==> src/rtl/spr_pkg.sv <==
`timescale 1ns / 1ps
// Shared types, widths and constants of the servo position ramp.
package spr_pkg;

   // Field and state widths
   localparam int PULSE_W    = 12;
   localparam int POS_W      = 20;
   localparam int FRAC_W     = 8;
   localparam int ACC_W      = 24;
   localparam int NORM_W     = 16;
   localparam int SPEED_W    = 17;
   localparam int GAIN_W     = 16;
   localparam int CSR_DATA_W = 17;
   localparam int CSR_IDX_W  = 3;

   // Derived arithmetic widths
   localparam int ERR_W    = POS_W + 1;
   localparam int PROD_P_W = ERR_W + GAIN_W + 1;
   localparam int PROD_I_W = ACC_W + GAIN_W + 1;
   localparam int PSUM_W   = PROD_I_W + 1;
   localparam int STEP_W   = PSUM_W - FRAC_W;

   // Controller constants, Q.8 in 1/256 tick
   localparam logic [POS_W-1:0] INTEGRAL_WINDOW = 20'd5120;
   localparam logic [ACC_W-2:0] INTEGRAL_CLAMP  = 23'd25600;
   localparam logic [15:0]      SLEW_STEP       = 16'd26;
   localparam logic [15:0]      MAX_STEP        = 16'd1280;
   localparam logic [POS_W-1:0] POS_MAX         = {POS_W{1'b1}};
   localparam logic [ACC_W-2:0] SLEW_LIM        = {(ACC_W-1){1'b1}};

   // Register reset values
   localparam logic [PULSE_W-1:0] PULSE_LOWER_RST = 12'd150;
   localparam logic [PULSE_W-1:0] PULSE_UPPER_RST = 12'd600;
   localparam logic [SPEED_W-1:0] SPEED_RST       = 17'h10000;
   localparam int                 MID_RST         =
      (int'(PULSE_LOWER_RST) + int'(PULSE_UPPER_RST)) / 2;
   localparam logic [POS_W-1:0]   POS_RST         = POS_W'(MID_RST * 256);

   // Default queue depths
   localparam int REQ_QUEUE_DEPTH_DEF = 2;
   localparam int RSP_QUEUE_DEPTH_DEF = 2;

   typedef enum logic [CSR_IDX_W-1:0] {
      CSR_PULSE_LOWER  = 3'd0,
      CSR_PULSE_UPPER  = 3'd1,
      CSR_REVERSED_DIR = 3'd2,
      CSR_USE_PI       = 3'd3,
      CSR_USE_SLEW     = 3'd4,
      CSR_SPEED_FRAC   = 3'd5,
      CSR_GAIN_P       = 3'd6,
      CSR_GAIN_I       = 3'd7
   } csr_index_type;

   typedef struct packed {
      logic [PULSE_W-1:0] pulse_lower;
      logic [PULSE_W-1:0] pulse_upper;
      logic               reversed_dir;
      logic               use_pi;
      logic               use_slew;
      logic [SPEED_W-1:0] speed_frac;
      logic [GAIN_W-1:0]  gain_p;
      logic [GAIN_W-1:0]  gain_i;
   } cfg_type;

   typedef struct packed {
      logic                     mode;
      logic signed [NORM_W-1:0] target_norm;
   } req_type;

   typedef struct packed {
      logic [PULSE_W-1:0] pulse_value;
      logic               pulse_write;
      logic               at_target;
   } rsp_type;

   typedef enum logic {
      CMD_TICK = 1'b0,
      CMD_SET  = 1'b1
   } cmd_kind_type;

   typedef struct packed {
      cmd_kind_type     kind;
      logic [POS_W-1:0] target;
   } cmd_type;

   typedef enum logic {
      BACK_EXEC   = 1'b0,
      BACK_FINISH = 1'b1
   } back_state_type;

   typedef struct packed {
      logic finish;
      logic cmd_pop;
      logic rsp_push;
   } back_status_type;

endpackage

==> src/rtl/spr_fifo.sv <==
`timescale 1ns / 1ps
// Small register queue used between the front, the back and the result port.
module spr_fifo #(
   parameter int WIDTH = 1,
   parameter int DEPTH = 2
) (
   input  logic             clock,
   input  logic             reset,
   input  logic             push,
   input  logic [WIDTH-1:0] wdata,
   output logic             full,
   input  logic             pop,
   output logic [WIDTH-1:0] rdata,
   output logic             empty
);

   // DEPTH of two or more
   localparam int PTR_W = $clog2(DEPTH);
   localparam int CNT_W = $clog2(DEPTH + 1);
   localparam logic [PTR_W-1:0] PTR_LAST = PTR_W'(DEPTH - 1);
   localparam logic [CNT_W-1:0] CNT_FULL = CNT_W'(DEPTH);

   logic [WIDTH-1:0] entries_ff [DEPTH];
   logic [PTR_W-1:0] wr_ptr_ff, wr_ptr_in;
   logic [PTR_W-1:0] rd_ptr_ff, rd_ptr_in;
   logic [CNT_W-1:0] count_ff, count_in;
   logic             do_push, do_pop;

   assign full    = (count_ff == CNT_FULL);
   assign empty   = (count_ff == '0);
   assign do_push = push && !full;
   assign do_pop  = pop && !empty;
   assign rdata   = entries_ff[rd_ptr_ff];

   always_comb begin
      wr_ptr_in = wr_ptr_ff;
      rd_ptr_in = rd_ptr_ff;
      count_in  = count_ff;
      if (do_push) begin
         wr_ptr_in = (wr_ptr_ff == PTR_LAST) ? '0 : wr_ptr_ff + 1'b1;
      end
      if (do_pop) begin
         rd_ptr_in = (rd_ptr_ff == PTR_LAST) ? '0 : rd_ptr_ff + 1'b1;
      end
      unique case ({do_push, do_pop})
         2'b10:   count_in = count_ff + 1'b1;
         2'b01:   count_in = count_ff - 1'b1;
         default: count_in = count_ff;
      endcase
   end

   always_ff @(posedge clock) begin
      if (reset) begin
         wr_ptr_ff <= '0;
         rd_ptr_ff <= '0;
         count_ff  <= '0;
      end else begin
         wr_ptr_ff <= wr_ptr_in;
         rd_ptr_ff <= rd_ptr_in;
         count_ff  <= count_in;
      end
   end

   always_ff @(posedge clock) begin
      if (do_push) begin
         entries_ff[wr_ptr_ff] <= wdata;
      end
   end

endmodule

==> src/rtl/spr_front.sv <==
`timescale 1ns / 1ps
// Front end: classifies request beats and maps set-target positions into Q12.8.
module spr_front (
   input  spr_pkg::req_type req_data,
   input  spr_pkg::cfg_type cfg,
   output spr_pkg::cmd_type cmd
);
   import spr_pkg::*;

   localparam int SCALED_W = NORM_W + PULSE_W + 2;
   localparam int OFFSET_W = SCALED_W - 7;
   localparam int SUM_W    = POS_W + 4;

   logic [PULSE_W:0]          limit_sum;
   logic [PULSE_W-1:0]        mid;
   logic signed [PULSE_W:0]   span;
   logic signed [NORM_W:0]    norm_raw;
   logic signed [NORM_W:0]    norm;
   logic signed [SCALED_W-1:0] scaled;
   logic signed [OFFSET_W-1:0] offset;
   logic signed [SUM_W-1:0]   target_sum;
   logic [POS_W-1:0]          target;

   always_comb begin
      limit_sum = {1'b0, cfg.pulse_lower} + {1'b0, cfg.pulse_upper};
      mid       = limit_sum[PULSE_W:1];
      span      = $signed({1'b0, mid}) - $signed({1'b0, cfg.pulse_lower});
      norm_raw  = {req_data.target_norm[NORM_W-1], req_data.target_norm};
      // negate when reversed; -1.0 turns into +1.0 exactly
      norm      = cfg.reversed_dir ? -norm_raw : norm_raw;
      scaled    = norm * span;
      offset    = OFFSET_W'(scaled >>> 7);
      target_sum = $signed({{(SUM_W-POS_W){1'b0}}, mid, {FRAC_W{1'b0}}}) + SUM_W'(offset);
      priority if (target_sum[SUM_W-1]) begin
         target = '0;
      end else if (|target_sum[SUM_W-2:POS_W]) begin
         target = POS_MAX;
      end else begin
         target = target_sum[POS_W-1:0];
      end
      cmd.kind   = req_data.mode ? CMD_SET : CMD_TICK;
      cmd.target = target;
   end

endmodule

==> src/rtl/spr_back.sv <==
`timescale 1ns / 1ps
// Back end: holds position, target and controller state and executes commands.
module spr_back (
   input  logic                    clock,
   input  logic                    reset,
   input  spr_pkg::cfg_type        cfg,
   input  spr_pkg::cmd_type        cmd,
   input  logic                    cmd_valid,
   input  logic                    rsp_full,
   output spr_pkg::rsp_type        rsp,
   output spr_pkg::back_status_type status
);
   import spr_pkg::*;

   back_state_type            state_ff, state_in;
   logic [POS_W-1:0]          position_ff, position_in;
   logic [POS_W-1:0]          target_ff, target_in;
   logic signed [ACC_W-1:0]   integral_ff, integral_in;
   logic signed [ACC_W-1:0]   slew_ff, slew_in;
   logic signed [PROD_P_W-1:0] prod_p_ff, prod_p;
   logic signed [PROD_I_W-1:0] prod_i_ff, prod_i;
   logic                      prod_load;

   logic signed [ERR_W-1:0]   err;
   logic                      err_neg;
   logic [ERR_W-1:0]          abs_err;
   logic                      at_pos;
   logic signed [ACC_W:0]     integ_sum;
   logic signed [ACC_W:0]     integ_lim;
   logic signed [ACC_W-1:0]   integ_next;
   logic signed [PSUM_W-1:0]  pi_sum;
   logic signed [STEP_W-1:0]  pi_step;
   logic [31:0]               const_prod;
   logic signed [STEP_W-1:0]  const_pos;
   logic signed [STEP_W-1:0]  const_step;
   logic signed [STEP_W-1:0]  raw_step;
   logic [STEP_W-1:0]         abs_raw;
   logic [ACC_W-1:0]          abs_slew;
   logic signed [STEP_W-1:0]  step;
   logic [STEP_W-1:0]         abs_step;
   logic signed [ACC_W:0]     slew_sum;
   logic signed [ACC_W:0]     slew_lim;
   logic signed [ACC_W-1:0]   slew_next;
   logic signed [STEP_W:0]    pos_sum;
   logic [POS_W-1:0]          moved_pos;
   logic [POS_W-1:0]          new_pos;
   logic                      emit, write;

   // Error and integral
   always_comb begin
      err       = $signed({1'b0, target_ff}) - $signed({1'b0, position_ff});
      err_neg   = err[ERR_W-1];
      abs_err   = err_neg ? ERR_W'(-err) : ERR_W'(err);
      at_pos    = (position_ff == target_ff);
      integ_sum = (ACC_W+1)'(integral_ff) + (ACC_W+1)'(err);
      integ_lim = $signed({2'b00, INTEGRAL_CLAMP});
      priority if (abs_err > {1'b0, INTEGRAL_WINDOW}) begin
         integ_next = '0;
      end else if (integ_sum > integ_lim) begin
         integ_next = ACC_W'(integ_lim);
      end else if (integ_sum < -integ_lim) begin
         integ_next = ACC_W'(-integ_lim);
      end else begin
         integ_next = ACC_W'(integ_sum);
      end
      prod_p = err * $signed({1'b0, cfg.gain_p});
      prod_i = integ_next * $signed({1'b0, cfg.gain_i});
   end

   // Step select, slew limit and position update
   always_comb begin
      pi_sum     = PSUM_W'(prod_p_ff) + PSUM_W'(prod_i_ff);
      pi_step    = STEP_W'(pi_sum >>> FRAC_W);
      const_prod = MAX_STEP * cfg.speed_frac[SPEED_W-2:0];
      const_pos  = $signed(STEP_W'(const_prod[31:16]));
      const_step = err_neg ? -const_pos : const_pos;
      raw_step   = (state_ff == BACK_FINISH) ? pi_step : const_step;
      abs_raw    = raw_step[STEP_W-1] ? STEP_W'(-raw_step) : STEP_W'(raw_step);
      abs_slew   = slew_ff[ACC_W-1] ? ACC_W'(-slew_ff) : ACC_W'(slew_ff);
      if (cfg.use_slew && (STEP_W'(abs_slew) < abs_raw)) begin
         step = STEP_W'(slew_ff);
      end else begin
         step = raw_step;
      end
      abs_step = step[STEP_W-1] ? STEP_W'(-step) : STEP_W'(step);

      slew_lim = $signed({2'b00, SLEW_LIM});
      slew_sum = (ACC_W+1)'(slew_ff) +
                 (err_neg ? -$signed({9'b0, SLEW_STEP}) : $signed({9'b0, SLEW_STEP}));
      priority if (slew_sum > slew_lim) begin
         slew_next = ACC_W'(slew_lim);
      end else if (slew_sum < -slew_lim) begin
         slew_next = ACC_W'(-slew_lim);
      end else begin
         slew_next = ACC_W'(slew_sum);
      end

      pos_sum = $signed({{(STEP_W+1-POS_W){1'b0}}, position_ff}) + (STEP_W+1)'(step);
      priority if (pos_sum[STEP_W]) begin
         moved_pos = '0;
      end else if (|pos_sum[STEP_W-1:POS_W]) begin
         moved_pos = POS_MAX;
      end else begin
         moved_pos = pos_sum[POS_W-1:0];
      end
      // snap onto the target rather than overshoot it
      new_pos = (STEP_W'(abs_err) < abs_step) ? target_ff : moved_pos;
   end

   // Sequencer
   always_comb begin
      state_in    = state_ff;
      position_in = position_ff;
      target_in   = target_ff;
      integral_in = integral_ff;
      slew_in     = slew_ff;
      prod_load   = 1'b0;
      emit        = 1'b0;
      write       = 1'b0;
      unique case (state_ff)
         BACK_EXEC: begin
            if (cmd_valid && !rsp_full) begin
               unique case (cmd.kind)
                  CMD_SET: begin
                     target_in   = cmd.target;
                     integral_in = '0;
                     slew_in     = '0;
                     emit        = 1'b1;
                  end
                  CMD_TICK: begin
                     priority if (at_pos) begin
                        emit = 1'b1;
                     end else if (cfg.speed_frac[SPEED_W-1]) begin
                        position_in = target_ff;
                        write       = 1'b1;
                        emit        = 1'b1;
                     end else if (cfg.use_pi) begin
                        integral_in = integ_next;
                        prod_load   = 1'b1;
                        state_in    = BACK_FINISH;
                     end else begin
                        position_in = new_pos;
                        if (cfg.use_slew) begin
                           slew_in = slew_next;
                        end
                        write = 1'b1;
                        emit  = 1'b1;
                     end
                  end
               endcase
            end
         end
         BACK_FINISH: begin
            if (!rsp_full) begin
               position_in = new_pos;
               if (cfg.use_slew) begin
                  slew_in = slew_next;
               end
               write    = 1'b1;
               emit     = 1'b1;
               state_in = BACK_EXEC;
            end
         end
      endcase

      rsp.pulse_value = position_in[POS_W-1:FRAC_W];
      rsp.pulse_write = write;
      rsp.at_target   = (position_in == target_in);
      status.finish   = (state_ff == BACK_FINISH);
      status.cmd_pop  = emit;
      status.rsp_push = emit;
   end

   always_ff @(posedge clock) begin
      if (reset) begin
         state_ff    <= BACK_EXEC;
         position_ff <= POS_RST;
         target_ff   <= POS_RST;
         integral_ff <= '0;
         slew_ff     <= '0;
      end else begin
         state_ff    <= state_in;
         position_ff <= position_in;
         target_ff   <= target_in;
         integral_ff <= integral_in;
         slew_ff     <= slew_in;
      end
   end

   always_ff @(posedge clock) begin
      if (prod_load) begin
         prod_p_ff <= prod_p;
         prod_i_ff <= prod_i;
      end
   end

endmodule

==> src/rtl/servo_position_ramp_pi_slew.sv <==
`timescale 1ns / 1ps
// Top level of the servo position ramp with PI step and slew limit.
//
// Usage: request beats enter through req_push / req_full. A beat with mode 1
// sets a new target from the Q1.15 normalised position; a beat with mode 0 is
// a control tick that moves the Q12.8 position towards the target. Every
// request beat yields exactly one result beat, in order, on rsp_data while
// rsp_empty is low; take it with rsp_pop.
// Registers are written through csr_write_en / csr_index / csr_wdata with no
// wait; write them only while no beat is in flight.
// A result passes through the command queue and the result queue; a PI tick's
// step also goes through one registered multiply stage before it is added to
// the position.
// Throughput: one beat per cycle while the result queue has room; a PI tick
// also takes the finish state, as the position feeds back through that stage.
// The front end maps targets and queues commands; the back end works through
// the command queue, so a stalled result port fills the result queue, then
// the command queue, and only then raises req_full.
// Reset (synchronous, active high) empties both queues, loads the register
// reset values and places position and target at the mid-pulse point.
module servo_position_ramp_pi_slew #(
   parameter int REQ_QUEUE_DEPTH = spr_pkg::REQ_QUEUE_DEPTH_DEF,
   parameter int RSP_QUEUE_DEPTH = spr_pkg::RSP_QUEUE_DEPTH_DEF
) (
   input  logic                                clock,
   input  logic                                reset,
   input  logic                                req_push,
   input  spr_pkg::req_type                    req_data,
   output logic                                req_full,
   output logic                                rsp_empty,
   input  logic                                rsp_pop,
   output spr_pkg::rsp_type                    rsp_data,
   input  logic                                csr_write_en,
   input  spr_pkg::csr_index_type              csr_index,
   input  logic [spr_pkg::CSR_DATA_W-1:0]      csr_wdata
);
   import spr_pkg::*;

   localparam int CMD_W = $bits(cmd_type);
   localparam int RSP_W = $bits(rsp_type);

   cfg_type         cfg_ff, cfg_in;
   cmd_type         front_cmd;
   cmd_type         back_cmd;
   logic [CMD_W-1:0] cmd_bits;
   logic            cmd_empty;
   logic            cmd_valid;
   rsp_type         back_rsp;
   logic [RSP_W-1:0] rsp_bits;
   logic            rsp_full;
   back_status_type status;

   // Configuration registers
   always_comb begin
      cfg_in = cfg_ff;
      if (csr_write_en) begin
         unique case (csr_index)
            CSR_PULSE_LOWER:  cfg_in.pulse_lower  = csr_wdata[PULSE_W-1:0];
            CSR_PULSE_UPPER:  cfg_in.pulse_upper  = csr_wdata[PULSE_W-1:0];
            CSR_REVERSED_DIR: cfg_in.reversed_dir = csr_wdata[0];
            CSR_USE_PI:       cfg_in.use_pi       = csr_wdata[0];
            CSR_USE_SLEW:     cfg_in.use_slew     = csr_wdata[0];
            CSR_SPEED_FRAC:   cfg_in.speed_frac   = csr_wdata[SPEED_W-1:0];
            CSR_GAIN_P:       cfg_in.gain_p       = csr_wdata[GAIN_W-1:0];
            CSR_GAIN_I:       cfg_in.gain_i       = csr_wdata[GAIN_W-1:0];
         endcase
      end
   end

   always_ff @(posedge clock) begin
      if (reset) begin
         cfg_ff.pulse_lower  <= PULSE_LOWER_RST;
         cfg_ff.pulse_upper  <= PULSE_UPPER_RST;
         cfg_ff.reversed_dir <= 1'b0;
         cfg_ff.use_pi       <= 1'b0;
         cfg_ff.use_slew     <= 1'b0;
         cfg_ff.speed_frac   <= SPEED_RST;
         cfg_ff.gain_p       <= '0;
         cfg_ff.gain_i       <= '0;
      end else begin
         cfg_ff <= cfg_in;
      end
   end

   // Front end: classify and map
   spr_front u_front (
      .req_data (req_data),
      .cfg      (cfg_ff),
      .cmd      (front_cmd)
   );

   // Command queue between front and back
   spr_fifo #(
      .WIDTH (CMD_W),
      .DEPTH (REQ_QUEUE_DEPTH)
   ) u_cmd_queue (
      .clock (clock),
      .reset (reset),
      .push  (req_push),
      .wdata (front_cmd),
      .full  (req_full),
      .pop   (status.cmd_pop),
      .rdata (cmd_bits),
      .empty (cmd_empty)
   );

   assign back_cmd  = cmd_type'(cmd_bits);
   assign cmd_valid = !cmd_empty;

   // Back end: execute commands against the servo state
   spr_back u_back (
      .clock     (clock),
      .reset     (reset),
      .cfg       (cfg_ff),
      .cmd       (back_cmd),
      .cmd_valid (cmd_valid),
      .rsp_full  (rsp_full),
      .rsp       (back_rsp),
      .status    (status)
   );

   // Result queue decouples the back end from a stalled receiver
   spr_fifo #(
      .WIDTH (RSP_W),
      .DEPTH (RSP_QUEUE_DEPTH)
   ) u_rsp_queue (
      .clock (clock),
      .reset (reset),
      .push  (status.rsp_push),
      .wdata (back_rsp),
      .full  (rsp_full),
      .pop   (rsp_pop),
      .rdata (rsp_bits),
      .empty (rsp_empty)
   );

   assign rsp_data = rsp_type'(rsp_bits);

   // The PI finish state only follows a PI tick that is not a full-speed jump
   a_finish_pi : assert property (@(posedge clock) disable iff (reset)
      status.finish |-> (cfg_ff.use_pi && !cfg_ff.speed_frac[SPEED_W-1]))
      else $error("PI finish cycle without PI mode");

   // With room for the result, the PI tick completes in the finish state, which the back end then leaves
   a_finish_leaves : assert property (@(posedge clock) disable iff (reset)
      (status.finish && !rsp_full) |=> !status.finish)
      else $error("PI finish cycle did not complete");

   // Every result beat consumes a queued command
   a_rsp_has_cmd : assert property (@(posedge clock) disable iff (reset)
      status.rsp_push |-> (cmd_valid && !rsp_full))
      else $error("result pushed without a command or queue space");

endmodule
==> config.mk <==
export PLATFORM = sky130hd
export DESIGN_NAME = servo_position_ramp_pi_slew
export DESIGN_NICKNAME = d
export VERILOG_FILES = /design/src/rtl/spr_pkg.sv /design/src/rtl/spr_fifo.sv /design/src/rtl/spr_front.sv /design/src/rtl/spr_back.sv /design/src/rtl/servo_position_ramp_pi_slew.sv
export SDC_FILE = /design/constraint.sdc
export NUM_CORES = 2
export LEC_CHECK = 0
export ABC_AREA = 1
export ABC_CLOCK_PERIOD_IN_PS = 13500
export BUFFER_PORTS_ARGS = -buffer_cell sky130_fd_sc_hd__buf_2
export CORE_ASPECT_RATIO = 1.5
export CORE_MARGIN = 4
export CORE_UTILIZATION = 25
export DETAILED_ROUTE_END_ITERATION = 12
export PLACE_DENSITY = 0.39
export SLEW_MARGIN = 5
export SYNTH_ARGS = -nofsm -noshare
export SYNTH_HDL_FRONTEND = slang
export SYNTH_SLANG_ARGS = --single-unit
==> constraint.sdc <==
create_clock -name clock -period 13.5 [get_ports clock]
set_clock_uncertainty 0.15 [all_clocks]
set_input_delay 2.7 -clock clock [delete_from_list [all_inputs] [get_ports clock]]
set_output_delay 2.7 -clock clock [all_outputs]
set_load 0.01 [all_outputs]
Word-level counts from Yosys, hierarchy flattened
Memories as Yosys holds them, arrays and structs flattened. A register that Yosys moved wholly into a read port is not among the register bits.
Index checks and enable logic that the tools add are counted.
Storage, ports and cells
  output and inout bits: 16
  memory bits (writable): 70
  flip-flop bits (word level): 252
  memories: 2
  word-level logic and storage cells: 183
Memories
  u_cmd_queue.entries_ff: depth 2, width 21, rd ports 1, clocked after Yosys merged registers in 1, write ports 1, RTL line spr_fifo.sv:23  | logic [WIDTH-1:0] entries_ff [DEPTH];
  u_rsp_queue.entries_ff: depth 2, width 14, rd ports 1, clocked after Yosys merged registers in 1, write ports 1, RTL line spr_fifo.sv:23
Operators by class
  muxes and demuxes: 75
  $mul: 4
  eq/ne operators: 23
  $lt $le $gt $ge: 7
  bitwise operators: 2
  reductions and logical operators: 27
  $add $sub $neg: 22
Operators by type and width (count)
  24-bit two-way mux: 15
  20-bit two-way mux: 14
  34-bit two-way mux: 5
  24-bit one-hot mux with 2 select lines: 3
  34-bit negation: 2
  38-bit by 41-bit adder with 42-bit output: 1
  24-bit by 17-bit multiplier with 41-bit output: 1
  20-bit == test: 2
  20-bit one-hot mux with 2 select lines: 1
  21-bit by 17-bit multiplier with 38-bit output: 1
  21-bit by 34-bit adder with 35-bit output: 1
  21-bit by 34-bit < comparator with 1-bit output: 1
  24-bit by 34-bit < comparator with 1-bit output: 1
  11-bit negation with 34-bit output: 1
  17-bit by 13-bit multiplier with 30-bit output: 1
  1-bit two-way mux: 28
  24-bit by 21-bit adder with 25-bit output: 1
  24-bit by 25-bit adder with 25-bit output: 1
  25-bit by 16-bit > comparator with 1-bit output (second input constant): 1
  25-bit by 24-bit > comparator with 1-bit output (second input constant): 1
  25-bit by 16-bit < comparator with 1-bit output (second input constant): 1
  25-bit by 24-bit < comparator with 1-bit output (second input constant): 1
  25-bit two-way mux: 1
  21-bit by 23-bit adder with 24-bit output: 1
  other kinds (33): 74

Longest topological paths before layout
  word-level depth: 21
  gate-level depth with buffers: 87
  depth with buffers taken out: 85

Cells and area by module
Synthesis repeated with hierarchy kept, for this count alone.
Unflattened totals
  cell total of the unflattened synthesis: 8410
  area, all modules: 62701.4 um2
By module, submodules not included
  spr_back: area an instance 46203.1 um2, cells each 6392, instances 1
  spr_front: area an instance 10297.4 um2, cells each 1394, instances 1
  servo_position_ramp_pi_slew: area an instance 3020.4 um2, cells each 436, instances 1
  spr_fifo (u_cmd_queue): area an instance 1863.0 um2, cells each 105, instances 1
  spr_fifo (u_rsp_queue): area an instance 1317.5 um2, cells each 83, instances 1

Least setup slack after synthesis
Ideal clock, no wire load.
  kind: register to register
  from: register u_back.position_ff[2]
  to: register u_back.prod_i_ff[39] (data pin)
  slack: 1.471 ns
  buffers on the path: 2
  period minus slack after synthesis: 12.029 ns
  library setup time: 0.260 ns
  arrival time: 11.619 ns
  cell stages (with the launch flop): 83
  cell sequence: dfxtp_1 inv_1 ha_1 a21oi_1 o21ai_1 nand2_1 nand2_1 a21oi_1 or2_1 nand2_1 a21oi_1 o21ai_1 or2_2 nand2_1 inv_1 clkbuf_1 ha_1 a21oi_1 [47 not listed] a21oi_1 o21ai_0 nand2_1 o211ai_1 nand3_1 nand2_1 nand2_1 nand2_1 nand2_1 nand2_1 nand2_1 nand2_1 nand2_1 nand2_1 a21oi_1 nor2_1 nor2_1 xor2_1
On the way
  word-level cells in the longest chain between the ends: 7
RTL lines
  start, declared: RTL line spr_back.sv:16  | logic [POS_W-1:0] position_ff, position_in;
  start signal, assigned: RTL line spr_back.sv:183  | position_ff <= position_in;
  20-bit by 20-bit subtractor with 21-bit output (*): RTL line spr_back.sv:51  | err = $signed({1'b0, target_ff}) - $signed({1'b0, position_ff});
  24-bit by 21-bit adder with 25-bit output: RTL line spr_back.sv:55  | integ_sum = (ACC_W+1)'(integral_ff) + (ACC_W+1)'(err);
  25-bit by 16-bit < comparator with 1-bit output: RTL line spr_back.sv:61  | end else if (integ_sum < -integ_lim) begin
  24-bit two-way mux: RTL line spr_back.sv:61
  24-bit two-way mux: RTL line spr_back.sv:59  | end else if (integ_sum > integ_lim) begin
  24-bit two-way mux (*): RTL line spr_back.sv:57  | priority if (abs_err > {1'b0, INTEGRAL_WINDOW}) begin
  24-bit by 17-bit multiplier with 41-bit output (*): RTL line spr_back.sv:67  | prod_i = integ_next * $signed({1'b0, cfg.gain_i});
  net u_back.prod_i[39]: RTL line spr_back.sv:21  | logic signed [PROD_I_W-1:0] prod_i_ff, prod_i;
  end signal, assigned: RTL line spr_back.sv:193  | prod_i_ff <= prod_i;
  end, declared: RTL line spr_back.sv:21
Mark *: on every way through the listed nets, which the timed path passes. The rest lies on a longest branch.
A chain may end at the register's enable or synchronous reset.

Final worst setup path
Ends and elaborated chain as after synthesis.

==> results by stage <==
Run status:
- The run finished with clean final reports.

Final layout:
- Relative to the synthesized area, the layout overhead comes to 10.7%.
- Fill cells in the final layout number 26.5k.
- For this run, the post-layout net count is 9484.
- The final standard cell area without fillers is 67100 sq um.
- Of the cells placed in the final design, the portion with a size suffix greater than 1 is 0.0658.

Timing:
- At the pin with the least slew margin, the transition time is 1.26 ns.
- Setup repair after global routing could not meet its margin everywhere.
- The smallest clock period supported by the final layout is computed as 12.68 ns.
- The final setup violation count is 0.
- The final number of hold-violating endpoints is 0.
- The fmax is 0.0789 GHz.
- In the finished design, the share of the clock period the worst path needs comes to 0.939.
- The final-report max-slew violation count came to 0.
- In this run the tightest slew margin relative to its limit is 0.160.

Critical path:
- The critical path's slowest cell is fa_1.
- The startpoint type of the worst setup path is a flop.
- The most numerous cell type found on the critical path is nand2_1.
- The startpoint-to-endpoint class of the critical path is reg -> reg.
- The biggest fanout along the worst timing path is 9.
- STA puts the critical path data required time at 13.71 ns.
- The kind of capture point of the worst setup path is a flop.
- In this design, the stage delay of the slowest critical-path cell is 0.54 ns.
- STA puts the critical path data arrival time at 12.88 ns.

Route:
- The number of vias per cell is 4.52.
- The post-detailed-route DRC marker count is 0.
- The count of TritonRoute iterations in the first routing pass is 6.
- After the first detailed-routing iteration, the DRC count stood at 2578.
- The total wire length after detailed routing is 228000 microns.
- The post-detailed-route count of antenna-violating nets is 0.
- The average wire per standard cell is 20.2 microns.
- Summing over every cut layer, the via total after detailed routing is 51.0k.

Yosys:
- The number of instances in the synthesized netlist is 7956.
- The number of nets handed over by synthesis was 9431.
- The cell area that synthesis handed to floorplanning was 60600 sq um.
- The number of enable flip-flop cells after synthesis is 149.
- In the synthesized netlist the dominant register cell turns out to be dfxtp_1.
- Averaged over all synthesized cells, the footprint is 7.62 sq um.
- The share of the Yosys chip area taken by registers is 0.132.
- In this run, synthesis produced a sequential element count of 324.
- Yosys printed 0 warnings.
- Yosys mapped the design onto 61 distinct sky130hd cell types.
- Counting flops with an async set or reset pin after synthesis yields a share of 0.

Placement:
- The instance area after placement is 65400 sq um.
- Input and output buffers added on the ports amount to 57.
- The placed wire-length estimate is 194000 microns.
- At the end of routability-driven placement, the weighted congestion stood at 0.898.

Global route:
- The number of global-route vias before repair came to 54.5k.
- The pin count of the biggest net entering global routing is 74.
- The initial antenna violation count is 5.
- The global route total overflow is 0.
- The total track usage is 0.182.
- The first-pass GRT wire length is 344000 microns.

Floorplan:
- The core area is 241000 sq um.
- Measured along the y axis, the die boundary spans 611 microns.
- The boundary pin count is 58.
- In this run the core area contains 221 standard-cell rows.
- The x dimension of the die is 410 microns.
- The initial core utilization is 0.251.
- The die footprint is 251000 sq um.

Run:
- The max capacitance violation total is 0.

CTS:
- In this run, post-CTS hold repair placed 0 buffers.
- TritonCTS built the clock tree.
- For the worst-skew pair, the clock arrives at the later sink with an insertion delay of 0.65 ns.
- The clock sink count is 324.
- The cell sitting at the root of the clock tree is a clkbuf_16.
- The number of buffers inserted during clock tree synthesis is 40.
- The clock transition time at the flip-flop clock pins of the worst setup and hold paths is 0.07 ns.
- The deepest clock path buffer count is 3.
- The clock tree synthesis step divided the H-tree into 2 levels.

Hold path:
- The min-delay analysis places its worst path in the category reg -> reg.
metrics by stage:
step | TNS [ns] | setup slack [ns] | hold WS, ns | std cells | util
after global placement | -0.0332 | -0.0332 | 0.288 | 11200 | 0.271
final | 0 | 0.823 | 0.301 | 11300 | 0.278
after floorplan | 0 | 1.47 | 0.272 | 7956 | -
after CTS | 0 | 0.107 | 0.306 | 11300 | 0.277
after detailed placement | 0 | 0.0185 | 0.294 | 11200 | 0.271
after global routing | -0.126 | -0.126 | 0.318 | 11300 | 0.278
sequential cells by signal, indices dropped and copies added (netlist names), 2 cells and up, named ones only:
register,count
u_back.prod_p_ff,38
u_back.integral_ff,24
u_cmd_queue.count_ff,2
u_back.position_ff,20
cfg_ff,76
u_back.target_ff,20
u_rsp_queue.entries_ff,28
u_back.prod_i_ff,41
u_cmd_queue.entries_ff,42
u_rsp_queue.count_ff,2
u_back.slew_ff,24
per-layer routing:
layer  part of all wire  wire (microns)  global-route usage
met1               0.38           86900               0.200
met2               0.54          123000               0.352
met3              0.025            5710              0.0137
met4              0.053           12000              0.0820
met5                  0               0                   0
critical path: cells and delay by family (launching register included):
family / cells / cell delay, ns
buffers and inverters: 12 / 1.02
xor gates and xnor gates: 3 / 0.79
and+or+nand+nor: 28 / 2.57
DFF: 1 / 0.37
adders and majority gates: 9 / 4.07
AOI/OAI and AO/OA: 23 / 3.43
final cells by class:
cell class | instances | area (sq um) | area share
antenna | 4 | 10.0 | 0.000149
clock buffer | 44 | 1050 | 0.0156
clock inverter | 30 | 354 | 0.00528
inverter | 1706 | 6430 | 0.0958
multi-input combinational | 5696 | 45500 | 0.678
sequential | 324 | 7980 | 0.119
tap | 3233 | 4050 | 0.0603
timing repair buffer | 241 | 1740 | 0.0259
worst paths after layout:
| check | startpoint | end | slack, ns | cells past startpoint |
|---|---|---|---|---|
| worst max-delay path | u_back.position_ff[2]$_SDFF_PP0_ | u_back.prod_i_ff[39]$_DFFE_PP_ | 0.82 | 75 |
| worst min-delay path | u_cmd_queue.rd_ptr_ff$_SDFFE_PP0P_ | u_cmd_queue.rd_ptr_ff$_SDFFE_PP0P_ | 0.30 | 1 |
| worst max register to register | u_back.position_ff[2]$_SDFF_PP0_ | u_back.prod_i_ff[39]$_DFFE_PP_ | 0.82 | 75 |
| worst min register to register | u_cmd_queue.rd_ptr_ff$_SDFFE_PP0P_ | u_cmd_queue.rd_ptr_ff$_SDFFE_PP0P_ | 0.30 | 1 |
cell usage in the layout (no fill, tap or decap), types with 9 or more instances in the layout:
cell type | Yosys | final
clkbuf_16 | 0 | 41
nand2_2 | 24 | 25
o21ai_1 | 29 | 30
o21ai_2 | 4 | 12
nor4_1 | 12 | 11
clkinvlp_4 | 0 | 11
nand3_1 | 297 | 297
buf_4 | 5 | 176
nor2_1 | 804 | 792
o21ai_0 | 289 | 280
a21oi_1 | 418 | 414
inv_1 | 1660 | 1650
inv_2 | 33 | 36
a221oi_1 | 19 | 19
xnor2_1 | 69 | 66
nand3b_1 | 27 | 27
edfxtp_1 | 149 | 149
nor3_1 | 48 | 44
o21bai_1 | 29 | 29
or2_2 | 39 | 39
buf_2 | 10 | 57
ha_1 | 509 | 506
xor2_1 | 227 | 227
a21o_1 | 15 | 15
clkinv_1 | 13 | 18
dfxtp_1 | 175 | 173
fa_1 | 924 | 923
a31oi_1 | 12 | 11
o22ai_1 | 19 | 19
a211oi_1 | 12 | 12
o211ai_1 | 40 | 40
mux2_2 | 34 | 34
nor2_2 | 13 | 22
nand2_1 | 1664 | 1663
nor2_4 | 6 | 9
nand4_1 | 60 | 60
cells by family (layout without fill, tap and decap cells):
group | Yosys count | after routing | synth area share
other | 0 | 4 | 0
AO/OA/AOI/OAI | 916 | 916 | 0.0835
AND/OR/NAND/NOR | 3017 | 3017 | 0.204
flip-flops | 324 | 324 | 0.132
XOR/XNOR | 296 | 296 | 0.0428
buffers and inverters | 1936 | 2021 | 0.121
adder cells (fa/ha/maj) | 1433 | 1433 | 0.410
multiplexers | 34 | 34 | 0.00631
repair_timing:
action / in CTS / in global routing
pin swaps: 0 / 9
endpoints found under the setup margin: 1 / 43
cloned: 0 / 1
gates resized for setup: 3 / 60
buffers inserted: 0 / 15
cell usage after synthesis, types with 24 or more instances:
master | instances | share of area
nand3b_1 | 27 | 0.0033
xnor2_1 | 69 | 0.010
nand3_1 | 297 | 0.025
ha_1 | 509 | 0.11
nor2_1 | 804 | 0.050
inv_2 | 33 | 0.0020
nand2_2 | 24 | 0.0025
nand4_1 | 60 | 0.0062
o21ai_0 | 289 | 0.024
edfxtp_1 | 149 | 0.074
nor3_1 | 48 | 0.0040
xor2_1 | 227 | 0.033
mux2_2 | 34 | 0.0063
nand2_1 | 1664 | 0.10
dfxtp_1 | 175 | 0.058
inv_1 | 1660 | 0.10
o21bai_1 | 29 | 0.0036
clkbuf_1 | 189 | 0.012
or2_2 | 39 | 0.0040
o211ai_1 | 40 | 0.0050
fa_1 | 924 | 0.31
a21oi_1 | 418 | 0.035
o21ai_1 | 29 | 0.0024
Power is not shown: default switching activity piles up to over one toggle a cycle in this logic, so the estimate is an artifact.
